`src/hw/rtl/rtza_pkg.sv`:
```
package rtza_pkg;

	// Register indexes of the configuration channel.
	localparam logic [1:0] REG_STEP_U = 2'd0;
	localparam logic [1:0] REG_STEP_V = 2'd1;

	// Step registers: signed 8.16 held in 24 bits.
	localparam int STEP_W = 24;
	localparam int FRAC_W = 16;
	localparam logic signed [STEP_W-1:0] STEP_U_RST = 24'sh010000;
	localparam logic signed [STEP_W-1:0] STEP_V_RST = 24'sh000000;

	// Signed pixel offset from the screen middle (covers half sizes up to 512).
	localparam int D_W = 11;
	// One offset times one step.
	localparam int PROD_W = D_W + STEP_W;
	// Sum or difference of two products.
	localparam int SUM_W = PROD_W + 1;
	// Floored integer part of a rotated coordinate.
	localparam int INT_W = SUM_W - FRAC_W;

	// Non-negative value that enters the modulo unit.
	localparam int A_W = 20;
	// Shift and width of the reciprocal used for the quotient estimate.
	localparam int RCP_SH = 24;
	localparam int RCP_W = 21;
	// Quotient width: divisor is at least 16.
	localparam int Q_W = A_W - 4;
	// Wrapped texel index, up to 1023.
	localparam int IDX_W = 10;
	// Full linear address before it is cut to the port width.
	localparam int ADDR_W = 21;

	// Latency of each part, in cycles.
	localparam int ROT_LAT = 2;
	localparam int WRAP_LAT = 3;

endpackage

```
`src/hw/rtl/rtza_rot.sv`:
```
module rtza_rot import rtza_pkg::*; #(
	parameter int SCREEN_W = 320,
	parameter int SCREEN_H = 240
) (
	input  logic                     clk,
	input  logic                     arst_n,
	input  logic                     in_valid,
	input  logic [8:0]               pixel_x,
	input  logic [7:0]               pixel_y,
	input  logic signed [STEP_W-1:0] step_u,
	input  logic signed [STEP_W-1:0] step_v,
	output logic                     out_valid,
	output logic signed [INT_W-1:0]  u_int,
	output logic signed [INT_W-1:0]  v_int
);

	localparam logic signed [D_W-1:0] HALF_W = D_W'(SCREEN_W / 2);
	localparam logic signed [D_W-1:0] HALF_H = D_W'(SCREEN_H / 2);

	logic signed [D_W-1:0]    dx;
	logic signed [D_W-1:0]    dy;
	logic signed [PROD_W-1:0] xu_s1;
	logic signed [PROD_W-1:0] yv_s1;
	logic signed [PROD_W-1:0] xv_s1;
	logic signed [PROD_W-1:0] yu_s1;
	logic                     valid_s1;
	logic signed [SUM_W-1:0]  u_sum;
	logic signed [SUM_W-1:0]  v_sum;
	logic signed [INT_W-1:0]  u_s2;
	logic signed [INT_W-1:0]  v_s2;
	logic                     valid_s2;

	// Offsets of the pixel from the screen middle.
	assign dx = signed'({2'b00, pixel_x}) - HALF_W;
	assign dy = signed'({3'b000, pixel_y}) - HALF_H;

	// Stage 1: the four products of offsets and steps.
	always_ff @(posedge clk) begin
		xu_s1 <= PROD_W'(dx) * PROD_W'(step_u);
		yv_s1 <= PROD_W'(dy) * PROD_W'(step_v);
		xv_s1 <= PROD_W'(dx) * PROD_W'(step_v);
		yu_s1 <= PROD_W'(dy) * PROD_W'(step_u);
	end

	// Stage 2: rotate, then floor by dropping the fraction bits.
	assign u_sum = SUM_W'(xu_s1) - SUM_W'(yv_s1);
	assign v_sum = SUM_W'(xv_s1) + SUM_W'(yu_s1);

	always_ff @(posedge clk) begin
		u_s2 <= u_sum[SUM_W-1:FRAC_W];
		v_s2 <= v_sum[SUM_W-1:FRAC_W];
	end

	// Valid bits travel with the data.
	always_ff @(posedge clk or negedge arst_n) begin
		if (!arst_n) begin
			valid_s1 <= 1'b0;
			valid_s2 <= 1'b0;
		end else begin
			valid_s1 <= in_valid;
			valid_s2 <= valid_s1;
		end
	end

	assign out_valid = valid_s2;
	assign u_int     = u_s2;
	assign v_int     = v_s2;

endmodule

```
`src/hw/rtl/rtza_wrap.sv`:
```
module rtza_wrap import rtza_pkg::*; #(
	parameter int MODULUS = 320
) (
	input  logic                    clk,
	input  logic                    arst_n,
	input  logic                    in_valid,
	input  logic signed [INT_W-1:0] coord,
	output logic                    out_valid,
	output logic [IDX_W-1:0]        index
);

	// A multiple of the modulus that lifts every coordinate above zero.
	localparam int OFFS   = MODULUS * (((1 << 18) + MODULUS - 1) / MODULUS);
	localparam int BIAS   = MODULUS / 2 + OFFS;
	localparam int S_W    = A_W + 1;
	localparam int M_W    = A_W + RCP_W;
	localparam logic [RCP_W-1:0] RECIP = RCP_W'((1 << RCP_SH) / MODULUS);
	localparam logic [A_W-1:0]   MOD_A = A_W'(MODULUS);

	logic signed [S_W-1:0] biased;
	logic [A_W-1:0]        a_s1;
	logic                  valid_s1;
	logic [M_W-1:0]        q_full;
	logic [Q_W-1:0]        q_s2;
	logic [A_W-1:0]        a_s2;
	logic                  valid_s2;
	logic [A_W-1:0]        rem;
	logic [IDX_W-1:0]      r_s3;
	logic                  valid_s3;

	// Stage 1: add the texture centre and the lifting offset.
	assign biased = S_W'(coord) + S_W'(BIAS);

	always_ff @(posedge clk) begin
		a_s1 <= biased[A_W-1:0];
	end

	// Stage 2: quotient estimate by the reciprocal; it is exact or one low.
	assign q_full = M_W'(a_s1) * M_W'(RECIP);

	always_ff @(posedge clk) begin
		q_s2 <= q_full[RCP_SH+Q_W-1:RCP_SH];
		a_s2 <= a_s1;
	end

	// Stage 3: remainder with one correcting subtract.
	always_comb begin
		rem = a_s2 - A_W'(q_s2 * MOD_A);
		if (rem >= MOD_A) begin
			rem = rem - MOD_A;
		end
	end

	always_ff @(posedge clk) begin
		r_s3 <= rem[IDX_W-1:0];
	end

	always_ff @(posedge clk or negedge arst_n) begin
		if (!arst_n) begin
			valid_s1 <= 1'b0;
			valid_s2 <= 1'b0;
			valid_s3 <= 1'b0;
		end else begin
			valid_s1 <= in_valid;
			valid_s2 <= valid_s1;
			valid_s3 <= valid_s2;
		end
	end

	assign out_valid = valid_s3;
	assign index     = r_s3;

endmodule

```
`src/hw/rtl/rotozoom_texel_address.sv`:
```
// Channel   | Direction | Signals                                  | Handshake
// ----------+-----------+------------------------------------------+---------------------------
// pixel in  | in        | start, busy, pixel_x, pixel_y            | taken on start && !busy
// config    | in        | cfg_valid, cfg_ready, cfg_index, cfg_data| taken on cfg_valid && ready
// texel out | out       | done, texel_x, texel_y, texel_addr       | one cycle strobe on done
//
// One item enters every cycle; busy stays low, so a new pixel may follow each clock.
// Each item's result appears on done after the product and rotation registers,
// the bias, quotient and remainder stages of each axis's modulo unit, and the address register.
// Reset clears the valid bits of all stages and loads the step registers.
// The receiver cannot stall, so the pipeline never holds and nothing waits.
module rotozoom_texel_address import rtza_pkg::*; #(
	parameter int SCREEN_W = 320,
	parameter int SCREEN_H = 240,
	parameter int TEX_W    = 320,
	parameter int TEX_H    = 240
) (
	input  logic        clk,
	input  logic        arst_n,
	input  logic        start,
	output logic        busy,
	input  logic [8:0]  pixel_x,
	input  logic [7:0]  pixel_y,
	input  logic        cfg_valid,
	output logic        cfg_ready,
	input  logic [1:0]  cfg_index,
	input  logic [23:0] cfg_data,
	output logic        done,
	output logic [8:0]  texel_x,
	output logic [7:0]  texel_y,
	output logic [16:0] texel_addr
);

	localparam int LAT = ROT_LAT + WRAP_LAT + 1;
	localparam logic [IDX_W:0] TEX_W_C = (IDX_W + 1)'(TEX_W);

	logic signed [STEP_W-1:0] step_u_q;
	logic signed [STEP_W-1:0] step_v_q;
	logic                     rot_valid;
	logic signed [INT_W-1:0]  u_int;
	logic signed [INT_W-1:0]  v_int;
	logic                     wx_valid;
	logic                     wy_valid;
	logic [IDX_W-1:0]         tx;
	logic [IDX_W-1:0]         ty;
	logic [ADDR_W-1:0]        addr_s6;
	logic [IDX_W-1:0]         tx_s6;
	logic [IDX_W-1:0]         ty_s6;
	logic                     valid_s6;

	// The pipeline never stalls.
	assign busy      = 1'b0;
	assign cfg_ready = 1'b1;

	// Step registers; indexes past the list are ignored.
	always_ff @(posedge clk or negedge arst_n) begin
		if (!arst_n) begin
			step_u_q <= STEP_U_RST;
			step_v_q <= STEP_V_RST;
		end else if (cfg_valid && cfg_ready) begin
			case (cfg_index)
				REG_STEP_U: step_u_q <= signed'(cfg_data);
				REG_STEP_V: step_v_q <= signed'(cfg_data);
				default: ;
			endcase
		end
	end

	// Rotation and zoom about the screen middle.
	rtza_rot #(
		.SCREEN_W (SCREEN_W),
		.SCREEN_H (SCREEN_H)
	) u_rot (
		.clk       (clk),
		.arst_n    (arst_n),
		.in_valid  (start && !busy),
		.pixel_x   (pixel_x),
		.pixel_y   (pixel_y),
		.step_u    (step_u_q),
		.step_v    (step_v_q),
		.out_valid (rot_valid),
		.u_int     (u_int),
		.v_int     (v_int)
	);

	// Wrap each axis into the texture.
	rtza_wrap #(
		.MODULUS (TEX_W)
	) u_wrap_x (
		.clk       (clk),
		.arst_n    (arst_n),
		.in_valid  (rot_valid),
		.coord     (u_int),
		.out_valid (wx_valid),
		.index     (tx)
	);

	rtza_wrap #(
		.MODULUS (TEX_H)
	) u_wrap_y (
		.clk       (clk),
		.arst_n    (arst_n),
		.in_valid  (rot_valid),
		.coord     (v_int),
		.out_valid (wy_valid),
		.index     (ty)
	);

	// Last stage: linear address.
	always_ff @(posedge clk) begin
		addr_s6 <= ADDR_W'(ty * TEX_W_C) + ADDR_W'(tx);
		tx_s6   <= tx;
		ty_s6   <= ty;
	end

	always_ff @(posedge clk or negedge arst_n) begin
		if (!arst_n) begin
			valid_s6 <= 1'b0;
		end else begin
			valid_s6 <= wx_valid && wy_valid;
		end
	end

	assign done       = valid_s6;
	assign texel_x    = tx_s6[8:0];
	assign texel_y    = ty_s6[7:0];
	assign texel_addr = addr_s6[16:0];

	// Every accepted item comes out after the fixed latency.
	a_latency: assert property (@(posedge clk) disable iff (!arst_n)
		(start && !busy) |-> ##LAT done)
		else $error("accepted item did not produce a result on time");

	// Both axis units run in lockstep.
	a_lockstep: assert property (@(posedge clk) disable iff (!arst_n)
		wx_valid == wy_valid)
		else $error("axis wrap units out of step");

	// Wrapped indexes stay inside the texture.
	a_range: assert property (@(posedge clk) disable iff (!arst_n)
		done |-> (int'(tx_s6) < TEX_W) && (int'(ty_s6) < TEX_H))
		else $error("texel index outside the texture");

endmodule
```
`config.mk`:
```
export PLATFORM = sky130hd
export DESIGN_NAME = rotozoom_texel_address
export DESIGN_NICKNAME = d
export VERILOG_FILES = /design/src/hw/rtl/rtza_pkg.sv /design/src/hw/rtl/rtza_rot.sv /design/src/hw/rtl/rtza_wrap.sv /design/src/hw/rtl/rotozoom_texel_address.sv
export SDC_FILE = /design/constraint.sdc
export NUM_CORES = 2
export LEC_CHECK = 0
export ABC_AREA = 1
export BUFFER_PORTS_ARGS = -buffer_cell sky130_fd_sc_hd__buf_2
export CAP_MARGIN = 20
export CORE_MARGIN = 2
export CORE_UTILIZATION = 35
export CTS_BUF_LIST = sky130_fd_sc_hd__clkbuf_2
export CTS_CLUSTER_SIZE = 8
export DETAILED_ROUTE_END_ITERATION = 6
export PLACE_DENSITY_LB_ADDON = 0.1
export SKIP_LAST_GASP = 1
export SLEW_MARGIN = 20
export SYNTH_ARGS = -nofsm -noshare
export SYNTH_HDL_FRONTEND = slang
export SYNTH_SLANG_ARGS = --single-unit
```
`constraint.sdc`:
```
create_clock -name clk -period 6 [get_ports clk]
set_input_delay 1.2 -clock clk [delete_from_list [all_inputs] [get_ports clk]]
set_output_delay 1.2 -clock clk [all_outputs]
set_load 0.02 [all_outputs]
```
==> summary.txt <==
Final ANT Viol Nets = 0
GPL Wtd Cong = 0.8898
EDFF count, synth = 0
WP data required = 7.38 ns
CTS buffer count = 118
Die W = 408.5 um
cell family with most CP delay = adder cells
final WL = 175400 um
total congestion overflow = 0
number of hold violations in the final report = 0
Critical Path Slowest Stage Cell = dlygate4sd3_1
CTS root buf = clkbuf_2
global-route wire length before repair = 279800 um
Synth Area per Inst = 8.075 um^2
max-slew violations = 0
die height = 408.5 um
Compound-Gate Fraction of Synth Area = 0.06928
Clock Tree Buf Depth = 3
port bufs = 81
WS Path Type = in -> reg
warnings from Yosys = 0
cell area after synthesis = 57260 um^2
post-synthesis mux area share = 0
slew margin rel. = 0.3928
fin crit period = 5.758 ns
Starting Density = 0.3522
DR vias = 46962
area of the die = 166900 um^2
Tcrit/Tclk final = 0.9597
clock-pin transition on the worst setup and hold timing paths = 0.09 ns
initial antenna violation count = 10
crit end category = flip-flop
DR WL/cell = 17.40 um
unrepaired setup endpoints after global routing = no
Startpoint Class = input port
clock tree sinks = 381
drt drc = 0
I/O pin total = 84
pin slew with the least headroom to its limit = 0.9098 ns
Total GRT Usage = 0.2163
clk_lat worst skew = 1.50 ns
worst setup margin = 0.2418 ns
DR pass1 iterations = 5
worst hold path depth = 3
row count = 148
final setup vio count = 0
number of global-route vias before repair = 49334
H-tree depth = 3
synthesized-area fraction occupied by adder cells = 0.4656
total number of cells along the worst setup path = 22
Clock Skew = 0.1361 ns
Synth Flop Type = dfxtp_1
fin cells = 10083
number of synthesized register bits = 381
HPWL after DPL = 151100 um
main combinational cell family by area after synthesis = adder cells
vias per inst = 4.658
Mapped Nets = 8731
Synth Area in XOR/XNOR = 0.04143
placed instance count = 9836
worst hold margin = 0.2963 ns
Worst Path Buf+Inv = 8
ys async rst share = 0.1417
CP Data Arrival Time = 7.14 ns
status = complete, no violations
Synth Area in Simple Gates = 0.1640
iteration-0 DRC count of the detailed router = 2762
HP Class = in -> reg
Distinct cells, synth = 68
Worst R2R Path Depth = 21
CP max FO = 11
share of cells above drive strength 1 = 0.1300
Max stage delay on crit path = 0.58 ns
CTS tree = yes
Post-Synthesis Cells = 7092
sequential share of the synthesized area = 0.1379
area grow syn2layout = 16.47%
Max Cap Viol = 0
nets@finish = 9448
core area = 162600 um^2
largest net degree at the start of global routing = 55
final setup TNS = 0 ns
cell mode on critical path = fa_1
Max Fclk = 173.7 MHz
crit-path cells = dlygate4sd3_1 -> buf_2 -> buf_4 -> buf_4 -> nand2_1 -> fa_1 -> inv_1 -> fa_1 -> inv_1 -> fa_1 -> inv_1 -> fa_1 -> ha_1 -> ha_1 -> nand2_1 -> nor2_1 -> nor3b_2 -> nand4_1 -> nand3_1 -> a21o_1 -> xor2_1 -> buf_4
worst slack, placed = -1.108 ns
## final timing paths
check,start,slack [ns],end
max,pixel_y[0],0.24,u_rot.yv_s1[26]
min,pixel_x[0],0.30,u_rot.xu_s1[0]
max reg2reg,step_u_q[16],0.27,u_rot.yu_s1[33]
min reg2reg,u_rot.u_int[2],0.32,u_wrap_x.a_s1[2]
max in group asynchronous,arst_n,4.96,step_v_q[7]
min in group asynchronous,arst_n,0.40,step_v_q[20]
## layout by cell type, fill, tap and decap left out, types with 150 or more instances in the layout
master / count
a21oi_1: 290
xor2_1: 172
ha_1: 680
o21ai_0: 194
nand3_1: 150
nand2_1: 1305
dfxtp_1: 327
buf_4: 617
clkbuf_2: 166
nor2_1: 670
inv_1: 1675
fa_1: 898
## per-stage QoR
| step | util | instance area [um^2] |
|---|---|---|
| floorplan | - | 57580 |
| global placement | 0.4013 | 65250 |
| detailed placement | 0.4013 | 65250 |
| CTS | 0.4101 | 66680 |
| global route | 0.4102 | 66690 |
| finish | 0.4102 | 66700 |
## synth_stat cells, drive strengths merged, types with 98 or more instances
master	instances	area share
inv	1678	0.11
nand2	1324	0.087
fa	898	0.31
ha	694	0.15
nor2	683	0.046
dfxtp	327	0.11
a21oi	306	0.027
o21ai	214	0.019
xor2	172	0.026
nand3	158	0.015
clkbuf	125	0.0082
xnor2	98	0.015
## area by class of cell
class | count | area, um^2
antenna | 7 | 17.52
tap | 2175 | 2721
clock buffer | 166 | 830.8
sequential | 381 | 7901
multi-input combinational | 4865 | 42640
fill | 17133 | 95890
inverter | 1686 | 6329
clock inverter | 46 | 316.6
timing repair buffer | 757 | 5938
## sequential cells by signal, indices dropped and copies added (netlist names), 8 cells and up
signal	flops
u_wrap_x.q_s2	12
step_v_q	24
u_rot.v_int	20
u_wrap_y.a_s1	20
u_wrap_y.index	10
step_u_q	24
u_wrap_x.a_s1	20
addr_s6	11
u_rot.yv_s1	33
u_rot.u_int	20
u_rot.xu_s1	34
u_wrap_y.q_s2	13
u_rot.yu_s1	33
u_wrap_x.a_s2	20
u_rot.xv_s1	34
u_wrap_x.index	10
u_wrap_y.a_s2	20
ty_s6	8
tx_s6	9
## per-layer routing
metal,wire length (um),GRT usage,up-vias
li1,-,-,22986
met1,83340,0.3031,22769
met2,79180,0.3487,1001
met3,8255,0.03033,194
met4,4545,0.05764,12
met5,84,0,-
## cells by family after synthesis
kind of cell             after synthesis
flip-flops                           381
AO/OA/AOI/OAI                        693
buffers and inverters               1846
AND/OR/NAND/NOR                     2308
adder cells (fa/ha/maj)             1592
other                                  2
XOR/XNOR                             270
## tightest hold or removal path, cell delays in order
cell,delay [ns]
buf_2,0.35
nand2_1,0.15
inv_1,0.03
## timing repair
action,CTS,global route
hold buffers,28,0
setup endpoints to repair,0,3
gates resized for setup,0,2
buffers inserted,0,0
hold endpoints to repair,103,0
Power is left out: the tool's default activity adds up to more than one toggle a clock period on the data nets, which glitch-free logic cannot reach.
